==> config.mk <==
export PLATFORM = sky130hd
export DESIGN_NAME = lats_ctrl
export DESIGN_NICKNAME = d
export VERILOG_FILES = /design/src/rtl/lats_pkg.sv /design/src/rtl/lats_ctrl.sv
export SDC_FILE = /design/constraint.sdc
export NUM_CORES = 1
export LEC_CHECK = 0
export BUFFER_PORTS_ARGS = -buffer_cell sky130_fd_sc_hd__buf_2
export CELL_PAD_IN_SITES_DETAIL_PLACEMENT = 0
export CELL_PAD_IN_SITES_GLOBAL_PLACEMENT = 1
export CORE_MARGIN = 2
export CORE_UTILIZATION = 31
export DETAILED_ROUTE_END_ITERATION = 12
export GPL_ROUTABILITY_DRIVEN = 1
export GPL_TIMING_DRIVEN = 0
export PLACE_DENSITY = 0.87
export RECOVER_POWER = 25
export SLEW_MARGIN = 15
export SYNTH_ARGS = -nofsm -noshare
export SYNTH_HDL_FRONTEND = slang
export SYNTH_SLANG_ARGS = --single-unit
==> constraint.sdc <==
create_clock -name clk -period 1.75 [get_ports clk]
set_input_delay 0.0875 -clock clk [delete_from_list [all_inputs] [get_ports clk]]
set_output_delay 0.0875 -clock clk [all_outputs]
set_load 0.005 [all_outputs]
==> src/rtl/lats_pkg.sv <==
package lats_pkg;

  localparam int DEF_MAX_ROWS = 64;
  localparam int DEF_MAX_COLS = 64;

  localparam int CFG_W       = 7;
  localparam int CFG_ADDR_W  = 1;
  localparam int ACT_W       = 2;
  localparam int ROW_FIELD_W = 6;
  localparam int COL_FIELD_W = 6;
  localparam int NBR_W       = 4;

  localparam int MIN_SIZE = 3;
  localparam logic [CFG_W-1:0] GRID_SIZE_RESET = CFG_W'(64);

  localparam logic [CFG_ADDR_W-1:0] REG_GRID_ROWS = CFG_ADDR_W'(0);
  localparam logic [CFG_ADDR_W-1:0] REG_GRID_COLS = CFG_ADDR_W'(1);

  localparam logic [ACT_W-1:0] ACT_WRITE   = ACT_W'(0);
  localparam logic [ACT_W-1:0] ACT_READ    = ACT_W'(1);
  localparam logic [ACT_W-1:0] ACT_ADVANCE = ACT_W'(2);
  localparam logic [ACT_W-1:0] ACT_NONE    = ACT_W'(3);

  // B3/S23 neighbour counts
  localparam logic [NBR_W-1:0] NBR_BIRTH = NBR_W'(3);
  localparam logic [NBR_W-1:0] NBR_KEEP  = NBR_W'(2);

  typedef enum logic [3:0] {
    ST_CLEAR,
    ST_IDLE,
    ST_CELL_RD,
    ST_CELL_FIN,
    ST_GEN_PRE0,
    ST_GEN_PRE1,
    ST_GEN_PRE2,
    ST_GEN_RD,
    ST_GEN_WR,
    ST_GEN_DONE,
    ST_DROP
  } lats_state_t;

  typedef struct packed {
    logic clr;
    logic take;
    logic cell_rd;
    logic cell_fin;
    logic gen_pre0;
    logic gen_pre1;
    logic gen_pre2;
    logic gen_rd;
    logic gen_wr;
    logic gen_swap;
  } lats_cmd_t;

  typedef struct packed {
    logic clr_last;
    logic row_last;
    logic out_free;
  } lats_sts_t;

endpackage

==> src/rtl/lats_ctrl.sv <==
module lats_ctrl import lats_pkg::*; (
  input  logic             clk,
  input  logic             rst_n,
  input  logic             in_valid,
  input  logic [ACT_W-1:0] in_action,
  output logic             in_ready,
  input  lats_sts_t        sts,
  output lats_cmd_t        cmd
);

  lats_state_t state_r, state_nxt;

  always_ff @(posedge clk) begin
    if (!rst_n) begin
      state_r <= ST_CLEAR;
    end else begin
      state_r <= state_nxt;
    end
  end

  always_comb begin
    state_nxt = state_r;
    case (state_r)
      ST_CLEAR: begin
        if (sts.clr_last) state_nxt = ST_IDLE;
      end
      ST_IDLE: begin
        if (in_valid) begin
          if (in_action inside {ACT_WRITE, ACT_READ}) begin
            state_nxt = ST_CELL_RD;
          end else if (in_action == ACT_ADVANCE) begin
            state_nxt = ST_GEN_PRE0;
          end else begin
            state_nxt = ST_DROP;
          end
        end
      end
      ST_CELL_RD:  state_nxt = ST_CELL_FIN;
      ST_CELL_FIN: begin
        if (sts.out_free) state_nxt = ST_IDLE;
      end
      ST_GEN_PRE0: state_nxt = ST_GEN_PRE1;
      ST_GEN_PRE1: state_nxt = ST_GEN_PRE2;
      ST_GEN_PRE2: state_nxt = ST_GEN_RD;
      ST_GEN_RD:   state_nxt = ST_GEN_WR;
      ST_GEN_WR: begin
        state_nxt = sts.row_last ? ST_GEN_DONE : ST_GEN_RD;
      end
      ST_GEN_DONE: begin
        if (sts.out_free) state_nxt = ST_IDLE;
      end
      ST_DROP:     state_nxt = ST_IDLE;
      default:     state_nxt = ST_CLEAR;
    endcase
  end

  always_comb begin
    in_ready     = (state_r == ST_IDLE);
    cmd          = '0;
    cmd.clr      = (state_r == ST_CLEAR);
    cmd.take     = in_valid && (state_r == ST_IDLE);
    cmd.cell_rd  = (state_r == ST_CELL_RD);
    cmd.cell_fin = (state_r == ST_CELL_FIN) && sts.out_free;
    cmd.gen_pre0 = (state_r == ST_GEN_PRE0);
    cmd.gen_pre1 = (state_r == ST_GEN_PRE1);
    cmd.gen_pre2 = (state_r == ST_GEN_PRE2);
    cmd.gen_rd   = (state_r == ST_GEN_RD);
    cmd.gen_wr   = (state_r == ST_GEN_WR);
    cmd.gen_swap = (state_r == ST_GEN_DONE) && sts.out_free;
  end

endmodule

; Word level (Yosys, flattened, before mapping)
; Index checks and enable logic that the tools add are counted.
[word_totals]
elab_cells = 31
register_bits = 4
inputBits = 8
[classes]
reduce_logical = 8
n_eq_ne = 15
n_mux = 7
[op_table]
columns = op, count
row1 = $pmux 4 s10, 1
row2 = $mux 4, 6
row3 = $eq 4x3->1 const B, 4
row4 = $eq 4x4->1 const B, 3
row5 = $eq 4x2->1 const B, 2
row6 = $eq 4x1->1 const B, 1
row7 = $logic_not 4->1, 1
row8 = $ne 2x2->1 const B, 2
row9 = $logic_and 1x1->1, 3
row10 = $reduce_and 3->1, 1
row11 = $eq 2x1->1 const B, 1
row12 = $eq 2x2->1 const B, 1
row13 = $logic_not 2->1, 1
row14 = $ne 2x1->1 const B, 1
row15 = $reduce_bool 2->1, 1
row16 = $reduce_or 2->1, 1

; Longest topological paths before layout
; Gate-level depths: netlist of run 1.
[logic_depth]
word_depth = 5
mapped_depth = 6
ltp_nobuf = 4

; Worst setup path after synthesis of run 1
; No wires, ideal clock.
[synth_timing]
kind = reg-to-reg
from = register state_r[1]
to = register state_r[1]
t_required_ps = 1634
slack_ps = 376
path_stages_with_launch = 6
arrival_time_ps = 1257
path_buffers = 1
cell_sequence = dfxtp_1 -> or2_1 -> buf_6 -> a2111oi_4 -> a221oi_2 -> o211a_1
[synth_via]
elab_chain_len = 4
word_cells_on_any_way = 17
cone_classes = eq/ne: 13 / mux: 1 / reduce/logical: 3
[synth_rtl]
columns = element, line
row1 = from (decl), lats_ctrl.sv:11  ; lats_state_t state_r, state_nxt;
row2 = from (signal assigned), lats_ctrl.sv:17  ; state_r <= state_nxt;
row3 = $eq 4x2->1 / $eq 4x4->1 (equally long branches), lats_ctrl.sv:23  ; case (state_r)
row4 = $reduce_or 2->1 (no line), -
row5 = $ne 2x1->1 (no line), -
row6 = $reduce_and 3->1 (no line), -
; Several ways; a longest one is shown, not always the timed one.
; A chain may end at the register's enable or synchronous reset.

==> out/results.txt, run 1 <==
status: finished clean
vias in the first global route: 451
global-route wire length before repair: 1966 um
effective utilization at floorplan: 34.15%
dpl ws: 0.2797 ns
Yosys Warn Count: 0
CP Launch Point: state_r[3]
drt via density: 5.392
Gate Count Post-Synth: 61
final setup violating endpoints: 0
DR vias: 523
final setup margin: 0.1877 ns
DRT antenna net count: 0
Worst VDD drop: 0.3171 mV
hold_sp: rst_n
gp weighted congestion: 0.7918
Port Buffers: 18
leading post-synthesis cells by cell area: dfxtp_1 18%, nor3_1 11%, a2111oi_4 6.0%, nor4b_1 5.8%, buf_2 5.5%
Post-synth top flop: dfxtp_1
TritonCTS clock tree: built
Finished Cell Area: 574.3 um2
RSZ-0062 raised after global routing: no
total power: 0.3611 mW
gr usage total: 14.06%
drt drc: 0
DRT iter0 DRCs: 10
n_diodes: 0
Slew Limit Fails: 0
CP Launch Type: flip-flop
post-synth net total: 69
Root Buffer: clkbuf_4
final hold violation count: 0
Post-synth EDFFs: 0
grt met1 use: 18.67%
pwr dens: 628.7 mW/mm2
most flop-heavy register: state_r
leak pwr: 0.2840 nW
sequential area share after synthesis: 17.58%
f_max: 640.1 MHz
Least-Margin Pin Slew: 0.4196 ns
chip height: 42.33 um
Core ar.: 0.001334 mm2
final WL: 1191 um
Overflow after GRT: 0
Regs by FF count: state_r x4
total CTS buffers: 3
H-Tree Depth: 1
max_cap viols: 0
DP HPWL: 908.5 um
IO Pins: 19
utilization after layout: 43.06%
cell row count: 13
top cell type's share of synthesized area: 17.58%
Final min period: 1.562 ns
worst reg2reg startpoint: state_r[1]
max reg flops: 4
Layout area overhead: 26.10%
busiest grt layer: met2
Post-CTS Hold Buffers: 0
Yosys reg bits: 4
cell with the most instances after synthesis: nor3_1
most common library cells after synthesis: 10 x nor3_1, 5 x buf_2, 5 x nand2_1, 4 x dfxtp_1, 4 x nor2_1
layout cell share with drive strength beyond 1: 36.59%
CP Max Fanout: 10
dpl cell area: 564.3 um2
post-cts sizing count: 0
Worst EP required: 1.66 ns
Num Clock Sinks: 4
pin count of the biggest net entering global routing: 11
Final Cycle Share: 89.27%
Fin Clk Skew: 0.004159 ns
setup bufs post-CTS: 0
Skew-Pair Late Insertion Delay: 0.23 ns
initial antenna violation count: 0
CP endpoint kind: output port
DIE AREA: 0.001792 mm2
met2 Track Usage GR: 21.54%
first-pass iteration count of the detailed router: 4
Post-Syn Area: 455.4 um2
Die W: 42.33 um
Syn Area/Cell: 7.466 um2
CP Class: flip-flop to output port
CP arrival: 1.47 ns
Clock Path Buffers: 2
hold crit path type: primary input to flip-flop
Routed WL per cell: 12.28 um
library cells used by synthesis: 30
fin nets: 92
ys async rst share: 0%
M3 GR Usage: 2.155%
dominant cell type by area after synthesis: dfxtp_1
Sum Neg Setup Slack: 0 ns
slew margin rel.: 72.02%
Reg clk slew, reported paths: 0.04 ns
==> power by group <==
| group | total (mW) | internal (mW) | switching (mW) |
|---|---|---|---|
| Clock | 0.113 | 0.0766 | 0.0364 |
| Sequential | 0.104 | 0.0982 | 0.00569 |
| Combinational | 0.144 | 0.0638 | 0.0804 |
==> cells by family after synthesis <==
kind of cell    Yosys count  synth area share [%]
simple gates             31                 36.82
compound gates           16                 31.87
buf+inv                   8                 9.613
flops                     4                 17.58
xor+xnor                  1                 1.923
mux                       1                 2.198
==> placed cells by master, fill, tap and decap left out, types with 2 or more instances in the layout <==
cell and instances:
a21oi_1 2, and3_1 2, buf_2 23, clkbuf_4 3
dfxtp_1 4, nand2_1 5, nand2b_1 3, nor2_1 4
nor2b_1 2, nor3_1 10, nor4b_1 3, o211a_1 2
==> critical path: stages, from the launching register on <==
cell and delay (ns):
dfxtp_1 0.31, buf_2 0.21, clkbuf_1 0.37, nor3b_1 0.22
buf_2 0.14
==> worst paths after layout <==
check / endpoint / slack (ns) / cells after the start
worst min register to register: state_r[0] / 0.76 / 4
worst min-delay path: state_r[0] / 0.12 / 3
worst max-delay path: cmd[1] / 0.19 / 4
worst max register to register: state_r[1] / 0.23 / 5
==> routing by layer <==
layer	up-vias	routed length (um)
met2	18	532
li1	273	-
met5	-	0
met3	2	59
met1	230	584
met4	0	15
==> final cells by class <==
| cell class | count | area [um2] |
|---|---|---|
| sequential | 4 | 80.08 |
| tap | 15 | 18.77 |
| inverter | 1 | 3.754 |
| buffer | 7 | 40.04 |
| fill | 156 | 759.5 |
| timing repair buffer | 18 | 90.09 |
| multi-input combinational | 49 | 319.1 |
| clock buffer | 3 | 22.52 |
==> metrics by stage <==
| stage | hold WS (ns) | instances |
|---|---|---|
| 3_5_place_dp | 0.3642 | 94 |
| 3_3_place_gp | 0.3667 | 94 |
| 6_report | 0.1229 | 97 |
| 4_1_cts | 0.1171 | 97 |
| 5_1_grt | 0.1143 | 97 |
| 2_1_floorplan | 0.2126 | 61 |
No activity file was read; power rests on OpenSTA's default activity.
==> inputs of run 2 (changes only) <==
==> constraint.sdc (replaced) <==
create_clock -name clk -period 1.5 [get_ports clk]
set_input_delay 0.075 -clock clk [delete_from_list [all_inputs] [get_ports clk]]
set_output_delay 0.075 -clock clk [all_outputs]
set_load 0.005 [all_outputs]
==> run 2 against run 1 <==
- design area grew 4.8%
- largest power group unchanged
- final cell count is the same
- routed wire length is the same
- non-clock buffer count is the same
- clock skew shrank 0.0014 ns
- sequential share of layout area shrank 0.43 points
- clock power grew 16%
==> out/results.txt, run 2 (synthesized netlist as in run 1, its figures left out) <==
status: finished clean
busiest grt layer: met2
Sum Neg Setup Slack: 0 ns
worst hold stages: 3
IO Pins: 19
Slew Limit Fails: 0
Worst Reg-to-Reg Cells: 5
Fin Clk Skew: 0.002714 ns
Worst EP required: 1.42 ns
initial antenna violation count: 0
CP arrival: 1.33 ns
Num Clock Sinks: 4
final setup violating endpoints: 0
Die W: 42.33 um
DR vias: 528
gp weighted congestion: 0.7918
f_max: 714.3 MHz
slew margin rel.: 73.77%
hold crit path type: primary input to flip-flop
M3 GR Usage: 2.155%
worst-path cell chain: buf_2 -> buf_2 -> nor3b_1 -> buf_2
pin count of the biggest net entering global routing: 11
first-pass iteration count of the detailed router: 4
highest-count cells in the layout ignoring fill and taps: 21 x buf_2, 9 x nor3_1, 5 x nand2_1
Reg clk slew, reported paths: 0.04 ns
total CTS buffers: 3
met2 Track Usage GR: 21.54%
final WL: 1191 um
Gate power share: 41.6%
DRT iter0 DRCs: 9
chip height: 42.33 um
most frequent CP cell: buf_2
RSZ-0062 raised after global routing: no
CP endpoint kind: output port
Sequential Power Share: 28.4%
TritonCTS clock tree: built
utilization after layout: 45.12%
DIE AREA: 0.001792 mm2
commonest non-fill, non-tap cell in the layout: buf_2
P_int: 0.2883 mW
Overflow after GRT: 0
Regs by FF count: state_r x4
fin nets: 92
Switching Power: 0.1474 mW
CP Max Fanout: 10
Port Buffers: 18
final hold violation count: 0
Crit-path slowest cell: dfxtp_1
number of instances in the placed design: 94
FF+latch area: 81.33 um2
Worst VDD drop: 0.3716 mV
max reg flops: 4
gr usage total: 14.06%
n_diodes: 0
leak pwr: 0.2887 nW
Final min period: 1.400 ns
most flop-heavy register: state_r
Skew-Pair Late Insertion Delay: 0.23 ns
H-Tree Depth: 1
switching share of power: 33.83%
CP Launch Type: flip-flop
max_cap viols: 0
pwr dens: 724.1 mW/mm2
total power: 0.4358 mW
Least-Margin Pin Slew: 0.3880 ns
drt drc: 0
Routed WL per cell: 12.28 um
Fillers: 154
setup bufs post-CTS: 0
max incr delay on CP: 0.31 ns
Clock Path Buffers: 2
footprint of the multi-input gates: 336.6 um2
drt via density: 5.443
global-route wire length before repair: 1973 um
DP HPWL: 908.5 um
Root Buffer: clkbuf_4
vias in the first global route: 457
layout cell share with drive strength beyond 1: 39.02%
Final Cycle Share: 93.34%
grt met1 use: 18.67%
Clk pwr share: 30.0%
cell row count: 13
DRT antenna net count: 0
effective utilization at floorplan: 34.15%
post-route insts no fill: 97
Layout area overhead: 32.14%
Core ar.: 0.001334 mm2
CP Class: flip-flop to output port
-- run 2: cell count changes in the layout (fill, tap and decap cells not counted), sizes merged --
cell | before | now
buf | 24 | 23
clkbuf | 4 | 5
-- run 2: final cells by class --
class	instances	area share, %
multi-input cells	49	55.93
repair buffers	18	14.76
flip-flops and latches	4	13.51
plain buffers	7	8.316
clock buffers	3	3.742
well taps	15	3.119
inverters	1	0.6237
-- run 2: power by group through the flow --
stage	registers, mW	logic (mW)	clock network, mW
floorplan	0.122	0.125	0
global placement	0.124	0.174	0
detailed placement	0.124	0.175	0
CTS	0.122	0.177	0.138
global route	0.125	0.200	0.149
finish	0.124	0.181	0.131
-- run 2: what timing repair did --
action                                 CTS  global route
setup endpoints to repair                2             6
endpoints found under the hold margin    0             0
resized for setup                        2             5
hold buffers                             0             0
pin swaps                                0             1
-- run 2: worst paths after layout --
check | slack, ns | startpoint | endpoint
worst min-delay path | 0.11 | rst_n | state_r[0]
worst max register to register | 0.15 | state_r[1] | state_r[1]
worst max-delay path | 0.1 | state_r[3] | cmd[1]
worst min register to register | 0.76 | state_r[3] | state_r[0]
-- run 2: critical path, delay by kind of cell (launching register included) --
kind	cells	cell delay, ns
flip-flops	1	0.31
buffers and inverters	3	0.60
AND/OR/NAND/NOR	1	0.19
-- run 2: metrics by stage --
| step | cell area [um2] | hold WS [ns] | setup WS, ns |
|---|---|---|---|
| floorplan | 455.4 | 0.2001 | 0.1264 |
| global placement | 564.3 | 0.3542 | 0.03788 |
| detailed placement | 564.3 | 0.3517 | 0.02970 |
| CTS | 590.6 | 0.1046 | 0.02612 |
| global route | 601.8 | 0.09453 | 0.00007605 |
| finish | 601.8 | 0.1097 | 0.09995 |
-- run 2: layer usage --
metal	routed length, um	vias up
li1	-	272
met2	517	27
met4	15	0
met5	0	-
met1	558	227
met3	99	2
